**src/rtl/rrts_pkg.sv**
```systemverilog
// rrts_pkg: shared types and constants of the round-robin thread scheduler
// slot states, event modes, status codes and the cell command bundle
// no dependencies
`default_nettype none

package rrts_pkg;

  localparam int unsigned NUM_THREADS = 16;
  localparam int unsigned ID_W        = $clog2(NUM_THREADS);
  localparam int unsigned USED_W      = $clog2(NUM_THREADS + 1);
  localparam int unsigned TIME_W      = 48;
  localparam int unsigned DUR_W       = 32;

  typedef logic [ID_W-1:0]   id_t;
  typedef logic [USED_W-1:0] used_t;
  typedef logic [TIME_W-1:0] time_t;

  typedef enum logic [1:0] {
    SLOT_READY    = 2'd0,
    SLOT_RUNNING  = 2'd1,
    SLOT_SLEEPING = 2'd2,
    SLOT_DEAD     = 2'd3
  } slot_state_t;

  localparam logic [2:0] MODE_SPAWN   = 3'd0;
  localparam logic [2:0] MODE_YIELD   = 3'd1;
  localparam logic [2:0] MODE_SLEEP   = 3'd2;
  localparam logic [2:0] MODE_EXIT    = 3'd3;
  localparam logic [2:0] MODE_PREEMPT = 3'd4;

  localparam logic [2:0] STATUS_SWITCHED = 3'd0;
  localparam logic [2:0] STATUS_NONE     = 3'd1;
  localparam logic [2:0] STATUS_SPAWNED  = 3'd2;
  localparam logic [2:0] STATUS_FULL     = 3'd3;
  localparam logic [2:0] STATUS_IGNORED  = 3'd4;

  // command broadcast from the sequencer to every cell
  typedef struct packed {
    logic  spawn;
    logic  sleep;
    logic  retire;
    logic  wake;
    logic  inject;
    logic  clr_tok;
    logic  adv;
    logic  set_run;
    logic  demote;
    id_t   sel_a;
    id_t   sel_b;
    used_t used;
    time_t now;
    time_t wake_val;
  } rrts_cmd_t;

endpackage

`default_nettype wire

```
**src/rtl/rrts_in_if.sv**
```systemverilog
// rrts_in_if: event channel of the scheduler, valid/ready with payload
// depends on rrts_pkg
`default_nettype none

interface rrts_in_if;
  logic                        valid;
  logic                        ready;
  logic [2:0]                  mode;
  rrts_pkg::time_t             now_us;
  logic [rrts_pkg::DUR_W-1:0]  sleep_duration;

  modport source (output valid, output mode, output now_us, output sleep_duration,
                  input ready);
  modport sink   (input valid, input mode, input now_us, input sleep_duration,
                  output ready);
endinterface

`default_nettype wire

```
**src/rtl/rrts_out_if.sv**
```systemverilog
// rrts_out_if: result channel of the scheduler, valid/ready with payload
// depends on rrts_pkg
`default_nettype none

interface rrts_out_if;
  logic          valid;
  logic          ready;
  logic [2:0]    status;
  rrts_pkg::id_t thread_id;
  logic          previous_valid;
  rrts_pkg::id_t previous_thread;

  modport source (output valid, output status, output thread_id, output previous_valid,
                  output previous_thread, input ready);
  modport sink   (input valid, input status, input thread_id, input previous_valid,
                  input previous_thread, output ready);
endinterface

`default_nettype wire

```
**src/rtl/rrts_cell.sv**
```systemverilog
// rrts_cell: one thread slot, holding its state, wake time and search token
// the token is handed to the next cell of the ring on each advance
// depends on rrts_pkg
`default_nettype none

module rrts_cell #(
  parameter int unsigned IDX = 0
) (
  input  wire                 clk,
  input  wire                 rst_n,
  input  rrts_pkg::rrts_cmd_t cmd,
  input  wire                 tok_in,
  output logic                tok_out,
  output logic                hit
);
  import rrts_pkg::*;

  slot_state_t st_r, st_nxt;
  time_t       wt_r, wt_nxt;
  logic        tok_r, tok_nxt;
  logic        match_a, match_b, used;

  assign match_a = (cmd.sel_a == ID_W'(IDX));
  assign match_b = (cmd.sel_b == ID_W'(IDX));
  assign used    = (USED_W'(IDX) < cmd.used);

  always_comb begin
    st_nxt = st_r;
    wt_nxt = wt_r;
    priority if (cmd.spawn && match_a) begin
      st_nxt = SLOT_READY;
      wt_nxt = '0;
    end else if (cmd.sleep && match_a) begin
      st_nxt = SLOT_SLEEPING;
      wt_nxt = cmd.wake_val;
    end else if (cmd.retire && match_a) begin
      st_nxt = SLOT_DEAD;
    end else if (cmd.wake && st_r == SLOT_SLEEPING && cmd.now >= wt_r) begin
      st_nxt = SLOT_READY;
    end else if (cmd.set_run && match_a) begin
      st_nxt = SLOT_RUNNING;
    end else if (cmd.demote && match_b && st_r == SLOT_RUNNING) begin
      st_nxt = SLOT_READY;
    end else begin
      st_nxt = st_r;
    end
  end

  always_comb begin
    priority if (cmd.clr_tok) begin
      tok_nxt = 1'b0;
    end else if (cmd.inject) begin
      tok_nxt = match_a;
    end else if (cmd.adv) begin
      tok_nxt = tok_in;
    end else begin
      tok_nxt = tok_r;
    end
  end

  always_ff @(posedge clk) begin
    st_r <= st_nxt;
    wt_r <= wt_nxt;
  end

  always_ff @(posedge clk) begin
    if (!rst_n) begin
      tok_r <= 1'b0;
    end else begin
      tok_r <= tok_nxt;
    end
  end

  assign tok_out = tok_r;
  assign hit     = tok_r && used && (st_r == SLOT_READY);

endmodule

`default_nettype wire

```
**src/rtl/round_robin_thread_scheduler.sv**
```systemverilog
// round_robin_thread_scheduler: top level, event sequencer and ring of slot cells
// depends on rrts_pkg, rrts_in_if, rrts_out_if, rrts_cell
//
//   channel   role     transfer when            payload
//   in_ch     sink     valid && ready           mode, now_us, sleep_duration
//   out_ch    source   valid && ready           status, thread_id, previous_valid,
//                                               previous_thread
//
// spawn, ignored and full events answer in the cycle after their transfer
// scheduling events answer after one wake pass, then the search token walks the cell
// ring one slot per cycle until a ready slot holds it, or with status none once every
// slot has been passed
// one event at a time; a new event is taken once the result register is free
// reset: synchronous, active low; slot contents are written by spawn before use
`default_nettype none

module round_robin_thread_scheduler (
  input wire         clk,
  input wire         rst_n,
  rrts_in_if.sink    in_ch,
  rrts_out_if.source out_ch
);
  import rrts_pkg::*;

  typedef enum logic [2:0] {
    S_IDLE = 3'b001,
    S_WAKE = 3'b010,
    S_SCAN = 3'b100
  } fsm_t;

  fsm_t      state_r, state_nxt;
  id_t       cur_r, cur_nxt;
  logic      cv_r, cv_nxt;
  used_t     used_r, used_nxt;
  time_t     now_r, now_nxt;
  id_t       pos_r, pos_nxt;
  id_t       cnt_r, cnt_nxt;

  logic       out_valid_r;
  logic [2:0] out_status_r;
  id_t        out_tid_r;
  logic       out_pv_r;
  id_t        out_pt_r;

  logic       res_load;
  logic [2:0] res_status;
  id_t        res_tid;
  logic       res_pv;
  id_t        res_pt;

  rrts_cmd_t  cmd;
  logic       in_ready, acc, any_hit;
  logic [TIME_W:0] wake_sum;
  time_t      wake_sat;
  id_t        start;
  used_t      cur_inc;

  logic [NUM_THREADS-1:0] tok_w;
  logic [NUM_THREADS-1:0] hit_w;

  assign in_ready    = (state_r == S_IDLE) && (!out_valid_r || out_ch.ready);
  assign in_ch.ready = in_ready;
  assign acc         = in_ch.valid && in_ready;

  assign wake_sum = {1'b0, in_ch.now_us} + {{(TIME_W + 1 - DUR_W){1'b0}}, in_ch.sleep_duration};
  assign wake_sat = wake_sum[TIME_W] ? {TIME_W{1'b1}} : wake_sum[TIME_W-1:0];

  assign cur_inc = {1'b0, cur_r} + USED_W'(1);
  assign start   = (cv_r && cur_inc < used_r) ? cur_inc[ID_W-1:0] : '0;
  assign any_hit = |hit_w;

  always_comb begin
    cmd          = '0;
    cmd.used     = used_r;
    cmd.now      = now_r;
    cmd.wake_val = wake_sat;
    cmd.sel_b    = cur_r;
    state_nxt    = state_r;
    cur_nxt      = cur_r;
    cv_nxt       = cv_r;
    used_nxt     = used_r;
    now_nxt      = now_r;
    pos_nxt      = pos_r;
    cnt_nxt      = cnt_r;
    res_load     = 1'b0;
    res_status   = STATUS_IGNORED;
    res_tid      = '0;
    res_pv       = 1'b0;
    res_pt       = '0;
    unique case (state_r)
      S_IDLE: begin
        if (acc) begin
          now_nxt = in_ch.now_us;
          unique case (in_ch.mode)
            MODE_SPAWN: begin
              res_load = 1'b1;
              if (used_r == USED_W'(NUM_THREADS)) begin
                res_status = STATUS_FULL;
              end else begin
                cmd.spawn  = 1'b1;
                cmd.sel_a  = used_r[ID_W-1:0];
                res_status = STATUS_SPAWNED;
                res_tid    = used_r[ID_W-1:0];
                used_nxt   = used_r + USED_W'(1);
              end
            end
            MODE_YIELD: begin
              state_nxt = S_WAKE;
            end
            MODE_SLEEP: begin
              if (cv_r) begin
                cmd.sleep = 1'b1;
                cmd.sel_a = cur_r;
                state_nxt = S_WAKE;
              end else begin
                res_load = 1'b1;
              end
            end
            MODE_EXIT: begin
              if (cv_r) begin
                cmd.retire = 1'b1;
                cmd.sel_a  = cur_r;
                state_nxt  = S_WAKE;
              end else begin
                res_load = 1'b1;
              end
            end
            MODE_PREEMPT: begin
              if (cv_r) begin
                state_nxt = S_WAKE;
              end else begin
                res_load = 1'b1;
              end
            end
            default: begin
              res_load = 1'b1;
            end
          endcase
        end
      end
      S_WAKE: begin
        cmd.wake   = 1'b1;
        cmd.inject = 1'b1;
        cmd.sel_a  = start;
        pos_nxt    = start;
        cnt_nxt    = '0;
        state_nxt  = S_SCAN;
      end
      S_SCAN: begin
        if (any_hit) begin
          cmd.set_run = 1'b1;
          cmd.sel_a   = pos_r;
          cmd.demote  = cv_r && (cur_r != pos_r);
          cmd.clr_tok = 1'b1;
          cur_nxt     = pos_r;
          cv_nxt      = 1'b1;
          res_load    = 1'b1;
          res_status  = STATUS_SWITCHED;
          res_tid     = pos_r;
          res_pv      = cv_r;
          res_pt      = cv_r ? cur_r : '0;
          state_nxt   = S_IDLE;
        end else if (cnt_r == ID_W'(NUM_THREADS - 1)) begin
          cmd.clr_tok = 1'b1;
          res_load    = 1'b1;
          res_status  = STATUS_NONE;
          state_nxt   = S_IDLE;
        end else begin
          cmd.adv = 1'b1;
          pos_nxt = (pos_r == ID_W'(NUM_THREADS - 1)) ? '0 : pos_r + ID_W'(1);
          cnt_nxt = cnt_r + ID_W'(1);
        end
      end
      default: begin
        state_nxt = S_IDLE;
      end
    endcase
  end

  always_ff @(posedge clk) begin
    if (!rst_n) begin
      state_r <= S_IDLE;
      cur_r   <= '0;
      cv_r    <= 1'b0;
      used_r  <= '0;
      pos_r   <= '0;
      cnt_r   <= '0;
    end else begin
      state_r <= state_nxt;
      cur_r   <= cur_nxt;
      cv_r    <= cv_nxt;
      used_r  <= used_nxt;
      pos_r   <= pos_nxt;
      cnt_r   <= cnt_nxt;
    end
  end

  always_ff @(posedge clk) begin
    now_r <= now_nxt;
  end

  // result register
  always_ff @(posedge clk) begin
    if (!rst_n) begin
      out_valid_r <= 1'b0;
    end else if (res_load) begin
      out_valid_r <= 1'b1;
    end else if (out_ch.ready) begin
      out_valid_r <= 1'b0;
    end
  end

  always_ff @(posedge clk) begin
    if (res_load) begin
      out_status_r <= res_status;
      out_tid_r    <= res_tid;
      out_pv_r     <= res_pv;
      out_pt_r     <= res_pt;
    end
  end

  assign out_ch.valid           = out_valid_r;
  assign out_ch.status          = out_status_r;
  assign out_ch.thread_id       = out_tid_r;
  assign out_ch.previous_valid  = out_pv_r;
  assign out_ch.previous_thread = out_pt_r;

  // ring of slot cells
  for (genvar i = 0; i < NUM_THREADS; i++) begin : g_cell
    rrts_cell #(
      .IDX (i)
    ) u_cell (
      .clk     (clk),
      .rst_n   (rst_n),
      .cmd     (cmd),
      .tok_in  (tok_w[(i + NUM_THREADS - 1) % NUM_THREADS]),
      .tok_out (tok_w[i]),
      .hit     (hit_w[i])
    );
  end

endmodule

`default_nettype wire
```
**src/flat_wrapper.sv**
```systemverilog
// flat-port wrapper written by rule: the top's interface ports become plain ports
module round_robin_thread_scheduler_flat import rrts_pkg::*;
  (clk, rst_n, in_ch_valid, in_ch_mode, in_ch_now_us, in_ch_sleep_duration, in_ch_ready, out_ch_valid, out_ch_status, out_ch_thread_id, out_ch_previous_valid, out_ch_previous_thread, out_ch_ready);
  rrts_in_if in_ch_i ();
  rrts_out_if out_ch_i ();
  input wire clk;
  input wire rst_n;
  input wire logic [$bits(in_ch_i.valid)-1:0] in_ch_valid;
  input wire logic [$bits(in_ch_i.mode)-1:0] in_ch_mode;
  input wire logic [$bits(in_ch_i.now_us)-1:0] in_ch_now_us;
  input wire logic [$bits(in_ch_i.sleep_duration)-1:0] in_ch_sleep_duration;
  output wire logic [$bits(in_ch_i.ready)-1:0] in_ch_ready;
  output wire logic [$bits(out_ch_i.valid)-1:0] out_ch_valid;
  output wire logic [$bits(out_ch_i.status)-1:0] out_ch_status;
  output wire logic [$bits(out_ch_i.thread_id)-1:0] out_ch_thread_id;
  output wire logic [$bits(out_ch_i.previous_valid)-1:0] out_ch_previous_valid;
  output wire logic [$bits(out_ch_i.previous_thread)-1:0] out_ch_previous_thread;
  input wire logic [$bits(out_ch_i.ready)-1:0] out_ch_ready;
  assign in_ch_i.valid = in_ch_valid;
  assign in_ch_i.mode = in_ch_mode;
  assign in_ch_i.now_us = in_ch_now_us;
  assign in_ch_i.sleep_duration = in_ch_sleep_duration;
  assign in_ch_ready = in_ch_i.ready;
  assign out_ch_valid = out_ch_i.valid;
  assign out_ch_status = out_ch_i.status;
  assign out_ch_thread_id = out_ch_i.thread_id;
  assign out_ch_previous_valid = out_ch_i.previous_valid;
  assign out_ch_previous_thread = out_ch_i.previous_thread;
  assign out_ch_i.ready = out_ch_ready;
  round_robin_thread_scheduler u_core (.clk(clk), .rst_n(rst_n), .in_ch(in_ch_i), .out_ch(out_ch_i));
endmodule
```
**config.mk**
```make
export PLATFORM = sky130hd
export DESIGN_NAME = round_robin_thread_scheduler_flat
export DESIGN_NICKNAME = d
export VERILOG_FILES = /design/src/rtl/rrts_pkg.sv /design/src/rtl/rrts_in_if.sv /design/src/rtl/rrts_out_if.sv /design/src/rtl/rrts_cell.sv /design/src/rtl/round_robin_thread_scheduler.sv /design/src/flat_wrapper.sv
export SDC_FILE = /design/constraint.sdc
export NUM_CORES = 2
export LEC_CHECK = 0
export BUFFER_PORTS_ARGS = -buffer_cell sky130_fd_sc_hd__buf_2
export CAP_MARGIN = 15
export CORE_MARGIN = 5
export CORE_UTILIZATION = 50
export DETAILED_ROUTE_END_ITERATION = 16
export PLACE_DENSITY = 0.63
export REMOVE_ABC_BUFFERS = 1
export SETUP_SLACK_MARGIN = 0.05
export SYNTH_ARGS = -nofsm -noshare
export SYNTH_HDL_FRONTEND = slang
export SYNTH_HIERARCHICAL = 1
export SYNTH_SLANG_ARGS = --single-unit
```
**constraint.sdc**
```tcl
create_clock -name clk -period 5.8 [get_ports clk]
set_input_delay 0.58 -clock clk [delete_from_list [all_inputs] [get_ports clk]]
set_output_delay 0.58 -clock clk [all_outputs]
set_load 0.01 [all_outputs]
```
Yosys cells after proc, flatten, opt, wreduce, memory -nomap -nowiden
Index checks and enable logic that the tools add are counted.
Cells by class
  magnitude comparators: 33
  bitwise gates (word level): 2
  muxes and demuxes: 162
  equality and inequality tests: 79
  reductions and logical operators: 245
  add/sub/neg operators: 5
Operators with widths (count)
  $ge A48 B48 Y1: 16
  $logic_and A1 B1 Y1: 164
  $mux W2: 81
  $reduce_bool A5 Y1: 16
  $eq A4 B4 Y1 const B: 18
  $reduce_bool A4 Y1: 16
  $mux W4: 13
  $add A48 B32 Y49: 1
  $mux W48: 1
  $mux W1: 46
  $lt A4 B5 Y1 const A: 8
  $reduce_or A2 Y1: 18
  $eq A2 B1 Y1 const B: 16
  $eq A2 B2 Y1 const B: 16
  $eq A4 B3 Y1 const B: 8
  $logic_not A2 Y1: 16
  $pmux W4 S2: 4
  $mux W3: 10
  $lt A3 B5 Y1 const A: 4
  $eq A4 B2 Y1 const B: 4
  $reduce_or A16 Y1: 1
  $pmux W3 S2: 2
  $pmux W4 S3: 1
  $lt A1 B5 Y1 const A: 2
  other kinds (29): 44
Word-level totals
  output and inout port bits: 14
  register bits after elaboration: 898

Logic depth before layout (Yosys ltp)
  word-level depth: 13
  gate-level depth with buffers: 18
  gate-level depth less buffers: 15

Cells and area by module
Netlist, hierarchy kept.
Modules (own cells, without submodules)
  round_robin_thread_scheduler: seq. area each 2242.2 sq um, instances 1, area each 5808.1 sq um, cells an instance 634
  rrts_cell (u_core.g_cell[4].u_cell): seq. area each 1021.0 sq um, instances 1, area each 3105.5 sq um, cells an instance 408
  rrts_cell (u_core.g_cell[0].u_cell): seq. area each 1021.0 sq um, instances 1, area each 3104.2 sq um, cells an instance 406
  rrts_cell (u_core.g_cell[1].u_cell): seq. area each 1021.0 sq um, instances 1, area each 3089.2 sq um, cells an instance 404
  rrts_cell (u_core.g_cell[9].u_cell): seq. area each 1021.0 sq um, instances 1, area each 3089.2 sq um, cells an instance 407
  rrts_cell (u_core.g_cell[5].u_cell): seq. area each 1021.0 sq um, instances 1, area each 3085.5 sq um, cells an instance 406
  rrts_cell (u_core.g_cell[14].u_cell): seq. area each 1021.0 sq um, instances 1, area each 3074.2 sq um, cells an instance 414
  rrts_cell (u_core.g_cell[13].u_cell): seq. area each 1021.0 sq um, instances 1, area each 3065.4 sq um, cells an instance 408
  rrts_cell (u_core.g_cell[8].u_cell): seq. area each 1021.0 sq um, instances 1, area each 3060.4 sq um, cells an instance 405
  rrts_cell (u_core.g_cell[11].u_cell): seq. area each 1021.0 sq um, instances 1, area each 3059.2 sq um, cells an instance 405
  rrts_cell (u_core.g_cell[2].u_cell): seq. area each 1021.0 sq um, instances 1, area each 3059.2 sq um, cells an instance 400
  rrts_cell (u_core.g_cell[12].u_cell): seq. area each 1021.0 sq um, instances 1, area each 3054.2 sq um, cells an instance 406
  rrts_cell (u_core.g_cell[6].u_cell): seq. area each 1021.0 sq um, instances 1, area each 3047.9 sq um, cells an instance 406
  rrts_cell (u_core.g_cell[15].u_cell): seq. area each 1021.0 sq um, instances 1, area each 3036.7 sq um, cells an instance 405
  +3 rows

Worst setup path before layout
OpenSTA, ideal clock, no wires.
  kind: input to register
  from: in out_ch_ready
  to: reg u_core.g_cell[3].u_cell.wt_r[31]
  data arrival time: 5.115 ns
  setup time: 0.070 ns
  stages on the path: 11
  setup slack: 0.615 ns
  data required time: 5.730 ns
  cells stage by stage: nor2b_1 -> nor4b_1 -> nand2_1 -> clkinv_1 -> nand2_1 -> nor2_1 -> and2_1 -> clkbuf_1 -> buf_1 -> nand2_1 -> a21oi_1
RTL lines
  start: declaration: RTL line flat_wrapper.sv:18  | input wire logic [$bits(out_ch_i.ready)-1:0] out_ch_ready;
  end signal: assignment: RTL line rrts_cell.sv:63  | wt_r <= wt_nxt;
  end: declaration: RTL line rrts_cell.sv:19  | time_t wt_r, wt_nxt;

==> flow_summary.json <==
{
  "ys_async_sr_fraction": 0,
  "synth-main-ff-cell": "dfxtp_1",
  "relSlewSlack": 0.172,
  "dieWidth_um": 341,
  "critPathMaxStageDelay_ns": 0.69,
  "combPwrFrac": 0.135,
  "grt_use_total": 0.289,
  "grt_setup_unrepaired": "false",
  "power_frac_seq": 0.415,
  "start_util": 0.504,
  "wl_per_cell_um": 20.0,
  "synthTopCellsByArea": "dfxtp_1, ha_1, nand2_1, a21oi_1, inv_1",
  "maxSlewViolCount": 0,
  "multi_input_area_um2": 32100,
  "critical_path_class": "reg2reg",
  "antenna_found_initial": 0,
  "die-area_um2": 116000,
  "root_buffer": "clkbuf_16",
  "min-delay-start": "in_ch_now_us[0]",
  "postRouteAntennaNets": 0,
  "tritoncts": "yes",
  "r2r-start": "u_core/used_r[2]$_SDFFE_PN0P_",
  "p_leak_nw": 22.3,
  "synth_top_cell_area_share": 0.306,
  "synth_edf_count": 60,
  "portBuffers": 100,
  "h-tree-depth": 3,
  "cp.arrival_ns": 5.69,
  "crit_chain": "or3_1, a21oi_1, nor4b_1, nor4_1, and4_1, nor2_2, buf_4, nand2_1, o221ai_1, buf_4, nand2_1, nor3_1, nand2_1, buf_12, nand2_1, a21oi_1",
  "cts_sinks": 898,
  "worst_pin_slew_ns": 1.24,
  "cts_resized": 0,
  "overflow": 0,
  "crit_path_frequent_cell": "nand2_1",
  "muxShareOfSynthArea": 0.00436,
  "fp.dieH_um": 341,
  "cp-start-kind": "register",
  "path_max_fanout": 34,
  "startpoint": "u_core/used_r[2]$_SDFFE_PN0P_",
  "finalHoldViolCount": 0,
  "clock_power_share": 0.450,
  "wirelength_um": 174000,
  "clk_pin_slew_ns": 0.06,
  "drt-pass1-iter-count": 6,
  "synth_top_family_by_area": "simple AND/OR/NAND/NOR gates",
  "ctsHoldBuffers": 0,
  "n_fill_cell": 10197,
  "fin_crit_ns": 5.14,
  "num_vias": 49780,
  "p_per_area_nw_per_um2": 250,
  "timing.final.crit_share": 0.887,
  "first_global_vias": 46392,
  "p_switching_mw": 4.25,
  "diodes": 0,
  "switching_share": 0.279,
  "synthesis.area_um2": 54800,
  "crit_path_top_delay_cell": "dfxtp_1",
  "cts_buffers": 104,
  "clock_path_buffers": 3,
  "final_core_util": 0.560,
  "cap_violations": 0,
  "grt_pass1_wl_um": 265000,
  "ys.warnings.count": 6,
  "whs_path_depth": 1,
  "yosys.area.top_type": "dfxtp_1",
  "timing.fmax_mhz": 194,
  "synth_simple_gate_area_frac": 0.210,
  "crit_required_ns": 6.35,
  "drc": 0,
  "clk_latency_ns": 0.69,
  "post_drt_via_cell_ratio": 5.72,
  "postCtsSetupBuffers": 0,
  "drt_iter0_drc": 4063,
  "synth_cells": 7128,
  "rows": 121,
  "io_pins": 101,
  "critPathCaptureType": "register",
  "fin_hold_ws_ns": 0.0854,
  "skew_ns": 0.0273,
  "peakVddDrop_uv": 243,
  "ys_ff_latch": 898,
  "globalplace.congestion": 0.943,
  "nets": 8102,
  "core-area_um2": 109000,
  "mostFrequentLayoutCell": "nand2_1",
  "synth-adder-area-share": 0.185,
  "tns_ns": 0,
  "synth_compound_area_frac": 0.176,
  "synth-xor-area-share": 0.00671,
  "internal_power_mw": 11.0,
  "hold_path_class": "in2reg",
  "grt_max_degree": 52,
  "outcome": "completed",
  "dp_hpwl_um": 116000,
  "post_route_cells_drive_above_1_share": 0.0776,
  "reg2reg_depth": 16,
  "ys_seq_area_frac": 0.339,
  "regArea_um2": 18600,
  "final_cell_mix": "nand2_1, a21oi_1, dfxtp_1",
  "ys_types": 114,
  "postSynthAreaPerCell_um2": 7.69,
  "syn2layout_area_growth_pct": 11.1,
  "setup_viol": 0
}
-- sequential cells by signal, summed over array words and instances (netlist names) --
register	flops
u_core/pos_r	4
u_core/now_r	48
u_core/out_ch.previous_valid	1
u_core/g_cell.u_cell/st_r	32
u_core/out_ch.valid	1
u_core/out_ch.previous_thread	4
u_core/out_ch.thread_id	4
u_core/g_cell.u_cell/wt_r	768
u_core/cnt_r	4
u_core/cv_r	1
u_core/state_r	3
u_core/out_ch.status	3
u_core/g_cell.u_cell/tok_out	16
u_core/used_r	5
u_core/cur_r	4
-- cell families after synthesis --
kind of cell / Yosys count
AO/OA/AOI/OAI: 1670
XOR/XNOR: 42
adder cells (fa/ha/maj): 810
buffers and inverters: 1089
flip-flops: 898
multiplexers: 23
AND/OR/NAND/NOR: 2596
-- through the flow --
stage / cells / worst slack [ns] / instance area, µm² / total power [mW]
floorplan: 6847 / -0.0954 / 53600 / 7.55
global placement: 8511 / 1.04 / 57300 / 8.43
detailed placement: 8511 / 0.921 / 57300 / 8.48
CTS: 8705 / 0.855 / 60900 / 15.3
global route: 8707 / 0.330 / 60900 / 15.8
finish: 8707 / 0.657 / 60900 / 15.2
-- power by group through the flow --
| stage | clock network (mW) | registers (mW) | logic [mW] |
|---|---|---|---|
| after global routing | 7.21 | 6.33 | 2.23 |
| after floorplan | 0 | 6.50 | 1.05 |
| final | 6.86 | 6.33 | 2.06 |
| after detailed placement | 0 | 6.47 | 2.01 |
| after CTS | 6.97 | 6.33 | 2.02 |
| after global placement | 0 | 6.47 | 1.97 |
-- synth_stat cells, drive strengths merged (7+ instances only) --
cell type	n
or2	8
nand3b	19
buf	128
nand2	1877
mux2i	19
nor4bb	11
a221o	11
ha	809
a21boi	9
o31ai	13
nand4	131
and3	18
o211ai	18
clkbuf	153
nand2b	22
a21oi	1140
dfxtp	838
nor3b	20
xnor2	28
nor3	54
and2	51
o21bai	10
nor4b	24
a41oi	8
a2111oi	15
xor2	14
a31oi	22
edfxtp	60
nor2	143
o21a	43
o21ai	191
nor2b	17
a21o	42
and4	38
and4b	7
inv	807
o22ai	14
or4	11
a211oi	23
nor4	29
a22o	9
a221oi	36
nand3	97
-- per-layer routing --
metal  routed length, µm  vias up  GRT usage
met4                6810        0      0.111
met2               77600     1577      0.470
met5                   0        -          0
met1               77800    23536      0.396
met3               12200      308     0.0342
li1                    -    24359          -
-- critical path: cells and delay by family (launching register included) --
kind	cells	cell delay, ns
compound gates	3	0.25
buf+inv	3	1.09
flops	1	0.69
simple gates	10	2.92
-- cell type report --
cell class                 instances  share of cell area
multi-input combinational       5141               0.526
sequential                       898               0.305
inverter                         808              0.0498
tap                             1414              0.0290
timing repair buffer             252              0.0316
clock inverter                    34             0.00696
clock buffer                     160              0.0515
-- path summary, 6_finish.rpt --
| kind | slack, ns | end |
|---|---|---|
| min reg2reg | 0.45 | u_core/g_cell[6].u_cell/wt_r[36]$_SDFFE_PP0P_ |
| max reg2reg | 0.66 | u_core/g_cell[3].u_cell/wt_r[5]$_SDFFE_PP0P_ |
| min | 0.09 | u_core/now_r[0]$_DFFE_PP_ |
| max | 0.66 | u_core/g_cell[3].u_cell/wt_r[5]$_SDFFE_PP0P_ |
No activity file was read; power rests on OpenSTA's default activity.
